===== config.mk =====
export PLATFORM = sky130hd
export DESIGN_NAME = css_ctrl
export DESIGN_NICKNAME = d
export VERILOG_FILES = /design/src/rtl/css_pkg.sv /design/src/rtl/css_ctrl.sv
export SDC_FILE = /design/constraint.sdc
export NUM_CORES = 1
export LEC_CHECK = 0
export BUFFER_PORTS_ARGS = -buffer_cell sky130_fd_sc_hd__buf_2
export CORE_AREA = 2 2 39 41
export CTS_CLUSTER_DIAMETER = 30
export CTS_CLUSTER_SIZE = 30
export DETAILED_ROUTE_END_ITERATION = 16
export DIE_AREA = 0 0 41 43
export HOLD_SLACK_MARGIN = 0.15
export PLACE_DENSITY = 0.7
export SLEW_MARGIN = 20
export SYNTH_ARGS = -nofsm -noshare
export SYNTH_HDL_FRONTEND = slang
export SYNTH_SLANG_ARGS = --single-unit
export TNS_END_PERCENT = 5

===== constraint.sdc =====
create_clock -name clk -period 1.8 [get_ports clk]
set_input_delay 0 -clock clk [delete_from_list [all_inputs] [get_ports clk]]
set_output_delay 0 -clock clk [all_outputs]
set_load 0.005 [all_outputs]

===== src/rtl/css_pkg.sv =====
// Shared types, constants and the weight coefficient function for the
// cardinal spline segment evaluator. No dependencies.
`default_nettype none

package css_pkg;

	// default values for the top-level parameters
	localparam int MAX_POINTS_DEF = 64;
	localparam int COORD_BITS_DEF = 24;

	// fixed field widths
	localparam int IDX_W  = 6;
	localparam int T_W    = 16;
	localparam int TEN_W  = 15;
	localparam int PIU_W  = 7;
	localparam int CFG_W  = 15;
	localparam int CIDX_W = 1;

	// arithmetic widths
	localparam int COEF_W = 18;   // signed weight coefficient, Q3.14
	localparam int PW_W   = 32;   // powers of t in Q0.32
	localparam int WACC_W = 52;   // weight accumulator, Q.46
	localparam int WSHIFT = 22;   // Q.46 down to Q.24
	localparam int WQ_W   = WACC_W - WSHIFT;
	localparam int CSHIFT = 24;   // Q.32 sum down to Q.8

	// register reset values
	localparam logic [TEN_W-1:0] TENSION_RESET = 15'd8192;
	localparam logic [PIU_W-1:0] POINTS_RESET  = 7'd64;

	// fixed-point constants
	localparam logic signed [COEF_W-1:0] TWO_Q14   = 18'sd32768;
	localparam logic signed [COEF_W-1:0] THREE_Q14 = 18'sd49152;
	localparam logic signed [WACC_W-1:0] W_ONE     = 52'sh4000_0000_0000;
	localparam logic signed [WACC_W-1:0] W_HALF    = 52'sh0000_0020_0000;

	// input action codes
	localparam logic ACT_WRITE = 1'b0;
	localparam logic ACT_EVAL  = 1'b1;

	// configuration register indexes
	localparam logic [CIDX_W-1:0] REG_TENSION = 1'b0;
	localparam logic [CIDX_W-1:0] REG_POINTS  = 1'b1;

	// weight term steps
	localparam logic [1:0] WS_T1 = 2'd0;
	localparam logic [1:0] WS_T2 = 2'd1;
	localparam logic [1:0] WS_T3 = 2'd2;

	// last point step of the position sum
	localparam logic [1:0] LAST_MSTEP = 2'd3;

	// commands from controller to datapath
	typedef struct packed {
		logic       load;
		logic       wr;
		logic       wgt;
		logic [1:0] wstep;
		logic       rnd;
		logic       rd;
		logic [1:0] rd_k;
		logic       mac;
		logic [1:0] mstep;
		logic       fin;
	} dp_cmd_t;

	// status from datapath to controller
	typedef struct packed {
		logic out_busy;
	} dp_sts_t;

	// coefficient of one power of t in weight k, c in Q1.14
	function automatic logic signed [COEF_W-1:0] wcoef(
		input logic [1:0]       k,
		input logic [1:0]       step,
		input logic [TEN_W-1:0] c
	);
		logic signed [COEF_W-1:0] cs;
		logic signed [COEF_W-1:0] a;
		logic signed [COEF_W-1:0] b;
		logic signed [COEF_W-1:0] r;
		logic signed [COEF_W-1:0] res;
		cs = $signed({{(COEF_W-TEN_W){1'b0}}, c});
		case (k)
			2'd0: begin
				a = -cs;
				b = cs <<< 1;
				r = -cs;
			end
			2'd1: begin
				a = '0;
				b = cs - THREE_Q14;
				r = TWO_Q14 - cs;
			end
			2'd2: begin
				a = cs;
				b = THREE_Q14 - (cs <<< 1);
				r = cs - TWO_Q14;
			end
			default: begin
				a = '0;
				b = -cs;
				r = cs;
			end
		endcase
		case (step)
			WS_T1:   res = a;
			WS_T2:   res = b;
			default: res = r;
		endcase
		return res;
	endfunction

endpackage

`default_nettype wire


===== src/rtl/css_ctrl.sv =====
// Controller state machine of the spline evaluator: accepts items and
// sequences the datapath. Depends on css_pkg.
`default_nettype none

module css_ctrl (
	input  wire logic               clk,
	input  wire logic               arst_n,
	input  wire logic               in_valid,
	output logic                    in_ready,
	input  wire logic               in_action,
	input  wire css_pkg::dp_sts_t   sts,
	output css_pkg::dp_cmd_t        cmd
);

	typedef enum logic [6:0] {
		ST_IDLE = 7'b0000001,
		ST_W0   = 7'b0000010,
		ST_W1   = 7'b0000100,
		ST_W2   = 7'b0001000,
		ST_RND  = 7'b0010000,
		ST_MAC  = 7'b0100000,
		ST_FIN  = 7'b1000000
	} state_t;

	state_t     state_q, state_d;
	logic [1:0] step_q, step_d;
	logic       accept;

	assign accept = in_valid && in_ready;

	// next state and commands
	always_comb begin
		state_d  = state_q;
		step_d   = step_q;
		cmd      = '0;
		in_ready = 1'b0;
		case (state_q)
			ST_IDLE: begin
				in_ready = 1'b1;
				if (accept) begin
					cmd.load = 1'b1;
					if (in_action == css_pkg::ACT_EVAL) begin
						state_d = ST_W0;
					end else begin
						cmd.wr = 1'b1;
					end
				end
			end
			ST_W0: begin
				cmd.wgt   = 1'b1;
				cmd.wstep = css_pkg::WS_T1;
				state_d   = ST_W1;
			end
			ST_W1: begin
				cmd.wgt   = 1'b1;
				cmd.wstep = css_pkg::WS_T2;
				state_d   = ST_W2;
			end
			ST_W2: begin
				cmd.wgt   = 1'b1;
				cmd.wstep = css_pkg::WS_T3;
				state_d   = ST_RND;
			end
			ST_RND: begin
				cmd.rnd  = 1'b1;
				cmd.rd   = 1'b1;
				cmd.rd_k = 2'd0;
				step_d   = 2'd0;
				state_d  = ST_MAC;
			end
			ST_MAC: begin
				cmd.mac   = 1'b1;
				cmd.mstep = step_q;
				if (step_q == css_pkg::LAST_MSTEP) begin
					state_d = ST_FIN;
				end else begin
					cmd.rd   = 1'b1;
					cmd.rd_k = step_q + 2'd1;
					step_d   = step_q + 2'd1;
				end
			end
			ST_FIN: begin
				if (!sts.out_busy) begin
					cmd.fin = 1'b1;
					state_d = ST_IDLE;
				end
			end
			default: begin
				state_d = ST_IDLE;
			end
		endcase
	end

	// state registers
	always_ff @(posedge clk or negedge arst_n) begin
		if (!arst_n) begin
			state_q <= ST_IDLE;
			step_q  <= 2'd0;
		end else begin
			state_q <= state_d;
			step_q  <= step_d;
		end
	end

	// result register is never loaded while it still holds an untaken result
	a_fin_free: assert property (@(posedge clk) disable iff (!arst_n)
		cmd.fin |-> !sts.out_busy)
		else $error("result loaded while output register busy");

	// an accepted evaluate starts the weight sequence
	a_eval_start: assert property (@(posedge clk) disable iff (!arst_n)
		(accept && in_action == css_pkg::ACT_EVAL) |=> state_q == ST_W0)
		else $error("evaluate did not start weight sequence");

	// the fourth point step ends the position sum
	a_mac_end: assert property (@(posedge clk) disable iff (!arst_n)
		(state_q == ST_MAC && step_q == css_pkg::LAST_MSTEP) |=> state_q == ST_FIN)
		else $error("position sum did not end after fourth point");

endmodule

`default_nettype wire


==> results of run 1 <==
[path summary, 6_finish.rpt]
check,from,to
max,state_q[3],cmd[11]
max in group asynchronous,arst_n,state_q[1]
min reg2reg,step_q[1],step_q[1]
max reg2reg,state_q[3],state_q[0]
min in group clk,step_q[1],step_q[1]
min,arst_n,state_q[0]
[power groups by stage]
stage	sequential, mW	clock (mW)	combinational, mW
after floorplan	0.217	0	0.0526
after global placement	0.218	0	0.0772
after detailed placement	0.218	0	0.0784
after CTS	0.215	0.160	0.0888
after global routing	0.216	0.176	0.107
final	0.215	0.154	0.0974
[metal layers]
metal / GRT usage (%) / wire length [microns] / up-vias / part of all wire (%)
met5: 0 / 0 / - / 0
met4: 6.00 / 0 / 0 / 0
met3: 3.14 / 60 / 0 / 4.9
met2: 24.4 / 595 / 13 / 49
met1: 20.7 / 568 / 258 / 46
li1: - / - / 269 / -
[area by class of cell]
cell class,count,area [sq um]
multi-input cells,44,333
repair buffers,28,178
inverters,3,11.3
clock inverters,1,5.00
clock buffers,3,22.5
flip-flops and latches,9,226
fillers,121,588
well taps,16,20.0
[synth_stat cells (2+ instances only)]
cell,instances,share of area [%]
nor3_1,2,1.7
nand2b_1,2,2.2
nand3b_1,2,2.6
nor2_1,5,3.3
o21ai_0,4,3.5
nor4b_1,6,9.1
nand2_1,3,2.0
dfrtp_1,8,35
buf_6,2,3.9
inv_1,3,2.0
and2_1,3,3.3
[sequential cells by signal (all words and copies together), names as in the netlist]
| register | count |
|---|---|
| step_q | 2 |
| state_q | 7 |
[through the flow]
step / instances / hold slack, ps / total power, mW
5_1_grt: 104 / 230 / 0.499
3_3_place_gp: 94 / -137 / 0.296
4_1_cts: 103 / 236 / 0.463
2_1_floorplan: 60 / -296 / 0.269
3_5_place_dp: 94 / -134 / 0.297
6_report: 104 / 235 / 0.466
[critical path, cell delays in order, from the launching register on]
cell and delay [ps]:
dfrtp_1 380, or4_4 550, nor4b_4 280, and2_4 180, and2b_1 120, buf_2 110
[cells by family (layout without fill, tap and decap cells)]
kind of cell | Yosys count | after routing | synth area share, %
AOI/OAI and AO/OA | 10 | 10 | 10.9
xor gates and xnor gates | 1 | 1 | 1.52
adders and majority gates | 1 | 1 | 2.17
buffers and inverters | 7 | 35 | 7.39
DFF | 9 | 9 | 39.3
and+or+nand+nor | 32 | 32 | 38.7
[repair_timing]
action,CTS,global route
pin swaps,2,1
buffers inserted,0,1
resized for setup,1,5
setup endpoints to repair,3,9
hold buffers,5,0
endpoints found under the hold margin,12,0
==> results.toml, run 1 <==
[routing]
wire_per_inst_microns = 11.8
viasPerCell = 5.19
via_count = 540
first_iter_violations = 2
dr.pass1.iters = 4
routed_wl_mm = 1.23
antenna_left = 0
drc = 0

[sta]
skew_ps = 2.89
max_freq_ghz = 0.533
tns_ps = -77.8
fin_ws_ps = -77.8
tightest_slew_ps = 402
layout_min_cycle_time_ps = 1880
setup_viol = 1
maxSlewHeadroom_pct = 73.1
rsz0062_at_grt = "yes"
fin_crit_sh_pct = 104
slew_violations = 0
hold_viol = 0

[floorplanning]
die-width_microns = 41
ioPinCount = 19
die_h_microns = 43
start_util_pct = 41.6
fp.coreArea_sq_um = 1380
dieArea_sq_um = 1760
rows = 14

[critical_path]
worstSetupPathType = "flip-flop to output port"
crit_path_end_kind = "output port"
cp_max_fo = 2
cp.required_ps = 1800
startpoint_type = "flip-flop"
worst_ep_arrival_time_ps = 1880
rr_worst_depth = 5
reg2reg_slack_ps = 140

[clock_network]
tritoncts = "done"
cts_sinks = 9
clock_latency_ps = 260
numCtsBuffers = 3
htree_levels = 1
path_clk_slew_ps = 60
cts_root_buf = "clkbuf_4"
clockBufferDepth = 2

[synthesis]
synth_seq_cells = 9
syn-num-nets = 66
synth_warnings = 0
syn_avg_cell_area_sq_um = 9.59
syn_area_sq_um = 576
synth-edff-count = 0
ys_seq_area_share_pct = 39.3
synth_cell_types = 31
async_flop_share_pct = 100
yosys_most_used_dff = "dfrtp_1"
synthCells = 60

[cells_and_area]
fin_util_pct = 57.5
nNetsFinal = 95
final_common_cell = "buf_2"
final_area_sq_um = 796
area_growth_pct = 38.3
most-common-layout-cells = "buf_2, dfrtp_1, nor4b_1"
drive_gt1_share_pct = 42.0
diodes = 0

[run]
drv_cap = 0

[grt]
grt_pass1_vias = 469
gr-total-overflow = 0
grt_pass1_wl_mm = 1.90
grtUsageTotal_pct = 15.7
grt_max_degree = 11
antenna_found_initial = 0

[power_and_ir_drop]
vdd_ir_drop_max_uv = 282
combPwrFrac_pct = 20.9
clockPowerShare_pct = 33.0
seq_power_share_pct = 46.1
internal_power_mw = 0.345
p_per_area_nw_per_um2 = 586
p_leak_nw = 0.431
p_sw_mw = 0.122
swShare_pct = 26.1

[hold_path]
holdCritPathClass = "input pin to async pin"

[placement]
dpl_cell_area_sq_um = 684
post-dp-hpwl_microns = 899
port_buffers = 18
dp_slack_ps = 115
place.gp.congestion = 0.795

[outcome]
outcome = "finished with violations"
violations = "negative setup slack"
Note: power is estimated with default switching activity, not from simulation.
==> inputs of run 2 (changes only) <==
--- a/config.mk
+++ b/config.mk
@@ -6,13 +6,14 @@
 export NUM_CORES = 1
 export LEC_CHECK = 0
 export BUFFER_PORTS_ARGS = -buffer_cell sky130_fd_sc_hd__buf_2
+export CAP_MARGIN = 40
 export CORE_AREA = 2 2 39 41
 export CTS_CLUSTER_DIAMETER = 30
 export CTS_CLUSTER_SIZE = 30
 export DETAILED_ROUTE_END_ITERATION = 16
 export DIE_AREA = 0 0 41 43
 export HOLD_SLACK_MARGIN = 0.15
-export PLACE_DENSITY = 0.7
+export PLACE_DENSITY = 0.73
 export SLEW_MARGIN = 20
 export SYNTH_ARGS = -nofsm -noshare
 export SYNTH_HDL_FRONTEND = slang
==> results.toml, run 2 (same netlist as run 1, synthesis figures left out) <==
[grt]
grt_max_degree = 11
grt_use_met2_pct = 27.5
grt_pass1_wl_mm = 2.20
grt_pass1_vias = 506
grt_util_met3_pct = 5.24
gr-total-overflow = 0
busiest_layer = "met2"
antenna_found_initial = 0
grt_use_met1_pct = 23.7
grtUsageTotal_pct = 19.0

[routing]
viasPerCell = 5.16
antenna_left = 0
drc = 0
routed_wl_mm = 1.36
first_iter_violations = 9
dr.pass1.iters = 2
wire_per_inst_microns = 13.0
via_count = 537

[sta]
skew_ps = 0.392
slew_violations = 0
fin_crit_sh_pct = 104
maxSlewHeadroom_pct = 74.7
timing.hold.ws_ps = 228
rsz0062_at_grt = "yes"
setup_viol = 1
hold_viol = 0
tightest_slew_ps = 379
fin_ws_ps = -78.5
tns_ps = -78.5
max_freq_ghz = 0.532
layout_min_cycle_time_ps = 1880

[cells_and_area]
most-common-layout-cells = "buf_2, dfrtp_1, nor4b_1"
final_area_sq_um = 796
diodes = 0
drive_gt1_share_pct = 40.9
top_register = "state_q"
final_common_cell = "buf_2"
stdcell_count = 104
area_growth_pct = 38.3
fin_util_pct = 57.5
reg_top3 = "state_q x7, step_q x2"
nFillCells = 138
largest_register_ffs = 7
nNetsFinal = 95

[critical_path]
crit_path_end_kind = "output port"
worst_ep_arrival_time_ps = 1880
cp_max_fo = 2
critical_path.slowest_cell = "or4_4"
crit_family = "simple AND/OR/NAND/NOR gates"
path_cells = "or4_4 -> nor4b_4 -> and2_4 -> and2b_1 -> buf_2"
startpoint_type = "flip-flop"
max_stage_delay_ps = 560
critPathBufInv = 1
cp.required_ps = 1800
worstSetupPathType = "flip-flop to output port"

[run]
drv_cap = 0

[clock_network]
cts_sinks = 9
path_clk_slew_ps = 60
tritoncts = "done"
htree_levels = 1
cts_root_buf = "clkbuf_4"
numCtsBuffers = 3
clockBufferDepth = 2
clock_latency_ps = 260

[placement]
dp.cells = 94
dpl_cell_area_sq_um = 684
dp_slack_ps = 176
port_buffers = 18
place.gp.congestion = 0.718
post-dp-hpwl_microns = 974

[power_and_ir_drop]
total_power_mw = 0.468
p_leak_nw = 0.432
p_per_area_nw_per_um2 = 589
vdd_ir_drop_max_uv = 332

[hold_path]
holdCritPathClass = "input pin to async pin"

[floorplanning]
ioPinCount = 19
fp.coreArea_sq_um = 1380
dieArea_sq_um = 1760
rows = 14
start_util_pct = 41.6
die_h_microns = 43
die-width_microns = 41

[outcome]
outcome = "finished with violations"
violations = "negative setup slack"
run 2: final timing paths:
kind                                  from          to  slack, ps  cells past startpoint
worst min register to register   step_q[1]   step_q[1]        520                      1
max in group asynchronous           arst_n   step_q[0]        770                      3
min in group clk                 step_q[1]   step_q[1]        520                      1
worst max register to register  state_q[6]  state_q[0]        100                      5
worst max-delay path            state_q[6]     cmd[11]        -80                      5
worst min-delay path                arst_n  state_q[0]        230                      2
run 2: worst register-to-register path, cell delays in order (launching register included):
cell and delay (ps):
dfrtp_1 380, or4_4 560, nor4b_4 280, buf_4 150, and3_2 190, a211oi_1 50
run 2: where the power goes:
part	switching, mW	internal [mW]	leakage, nW
combinational	0.0448	0.0519	0.296
sequential	0.00528	0.210	0.122
clock	0.0714	0.0855	0.0150
total	0.121	0.347	0.432
run 2: area by class of cell:
type,count,area [sq um],share of cell area [%]
Clock buffer,4,26.3,3.30
Inverter,3,11.3,1.42
Multi-Input combinational cell,44,334,42.0
Sequential cell,9,226,28.5
Tap cell,16,20.0,2.52
Timing Repair Buffer,28,178,22.3
run 2: routing by layer:
| layer | part of all wire (%) | routed length [microns] |
|---|---|---|
| met5 | 0 | 0 |
| met2 | 48 | 652 |
| met3 | 5.8 | 78 |
| met4 | 3.2 | 44 |
| met1 | 43 | 580 |
run 2: what timing repair did:
action                                  CTS  global route
endpoints found under the setup margin    5             9
setup buffers                             1             0
endpoints found under the hold margin    12             0
hold buffers                              5             0
pin swaps                                 1             1
resized for setup                         2             4
==> inputs of run 3 (changes only) <==
--- a/config.mk
+++ b/config.mk
@@ -14,6 +14,7 @@
 export DIE_AREA = 0 0 41 43
 export HOLD_SLACK_MARGIN = 0.15
 export PLACE_DENSITY = 0.73
+export RECOVER_POWER = 50
 export SLEW_MARGIN = 20
 export SYNTH_ARGS = -nofsm -noshare
 export SYNTH_HDL_FRONTEND = slang
==> results.toml, run 3 (same netlist as run 1, synthesis figures left out) <==
[clock_network]
htree_levels = 1
numCtsBuffers = 3
clock_latency_ps = 260
cts_root_buf = "clkbuf_4"
path_clk_slew_ps = 60
clockBufferDepth = 2
tritoncts = "done"
cts_sinks = 9

[floorplanning]
die-width_microns = 41
fp.coreArea_sq_um = 1380
die_h_microns = 43
start_util_pct = 41.6
ioPinCount = 19
rows = 14
dieArea_sq_um = 1760

[power_and_ir_drop]
p_per_area_nw_per_um2 = 595
vdd_ir_drop_max_uv = 336
p_leak_nw = 0.421

[hold_path]
holdCritPathClass = "input pin to async pin"

[critical_path]
cp_max_fo = 2
worstSetupPathType = "flip-flop to output port"
cp.required_ps = 1800
crit_start = "state_q[6]"
reg2reg_slack_ps = 100
worst_ep_arrival_time_ps = 1880
crit_path_end_kind = "output port"
startpoint_type = "flip-flop"
reg2reg_from = "state_q[6]"
rr_worst_depth = 5

[cells_and_area]
largest_register_ffs = 7
top_register = "state_q"
ff_latch_area_sq_um = 226
area_growth_pct = 36.5
most-common-layout-cells = "buf_2, dfrtp_1, nor4b_1"
diodes = 0
fin_util_pct = 56.8
final_area_sq_um = 786
nNetsFinal = 95
final_common_cell = "buf_2"
reg_top3 = "state_q x7, step_q x2"
multiInputGateArea_sq_um = 329
nFillCells = 142
drive_gt1_share_pct = 37.5

[sta]
tns_ps = -77.3
skew_ps = 2.09
rsz0062_at_grt = "yes"
maxSlewHeadroom_pct = 69.7
max_freq_ghz = 0.533
fin_crit_sh_pct = 104
hold_viol = 0
layout_min_cycle_time_ps = 1880
setup_viol = 1
slew_violations = 0
timing.hold.ws_ps = 267
fin_ws_ps = -77.3
tightest_slew_ps = 450

[placement]
post-dp-hpwl_microns = 974
dpl_cell_area_sq_um = 684
port_buffers = 18
dp_slack_ps = 176
place.gp.congestion = 0.718

[routing]
routed_wl_mm = 1.35
viasPerCell = 5.22
antenna_left = 0
wire_per_inst_microns = 13.0
via_count = 543
dr.pass1.iters = 4
drc = 0
first_iter_violations = 6

[run]
drv_cap = 0

[grt]
gr-total-overflow = 0
grt_max_degree = 11
grtUsageTotal_pct = 19.0
grt_pass1_wl_mm = 2.20
grt_pass1_vias = 506
antenna_found_initial = 0

[outcome]
outcome = "finished with violations"
violations = "negative setup slack"
-- run 3: path summary, 6_finish.rpt --
| path | endpoint |
|---|---|
| max | cmd[11] |
| min | state_q[0] |
| min reg2reg | step_q[1] |
| max reg2reg | state_q[0] |
| max in group asynchronous | step_q[0] |
| min in group clk | step_q[1] |
-- run 3: metal layers --
metal | routed length [microns] | track usage [%] | vias to the layer above | part of all wire, %
met5 | 0 | 0 | - | 0
met4 | 26 | 12.0 | 0 | 1.9
met3 | 70 | 5.24 | 3 | 5.2
met2 | 661 | 27.5 | 15 | 49
met1 | 596 | 23.7 | 252 | 44
li1 | - | - | 273 | -
-- run 3: critical path: stages, from the launching register on --
cell,delay [ps]
dfrtp_1,380
or4_4,560
nor4b_4,280
and2_4,180
and2b_1,110
buf_2,110
-- run 3: through the flow --
step | instances | total power [mW]
global route | 104 | 0.495
CTS | 104 | 0.471
global placement | 94 | 0.292
finish | 104 | 0.467
floorplan | 60 | 0.269
detailed placement | 94 | 0.294
-- run 3: final cells by class --
type,instances,share of cell area (%)
clock buffer,4,3.34
inverter,3,1.43
multi-input combinational,44,41.9
sequential,9,28.8
tap,16,2.55
timing repair buffer,28,22.0
-- run 3: timing repair --
| item | 4_1_cts | 5_1_grt |
|---|---|---|
| resized for setup | 2 | 4 |
| endpoints found under the setup margin | 5 | 9 |
| hold endpoints to repair | 12 | 0 |
| pin swaps | 1 | 1 |
| hold buffers | 5 | 0 |
| buffers inserted | 1 | 0 |
-- run 3: power breakdown --
| part | switching [mW] | leakage [nW] | internal [mW] |
|---|---|---|---|
| clock | 0.0729 | 0.0150 | 0.0856 |
| sequential | 0.00485 | 0.122 | 0.209 |
| combinational | 0.0446 | 0.285 | 0.0497 |
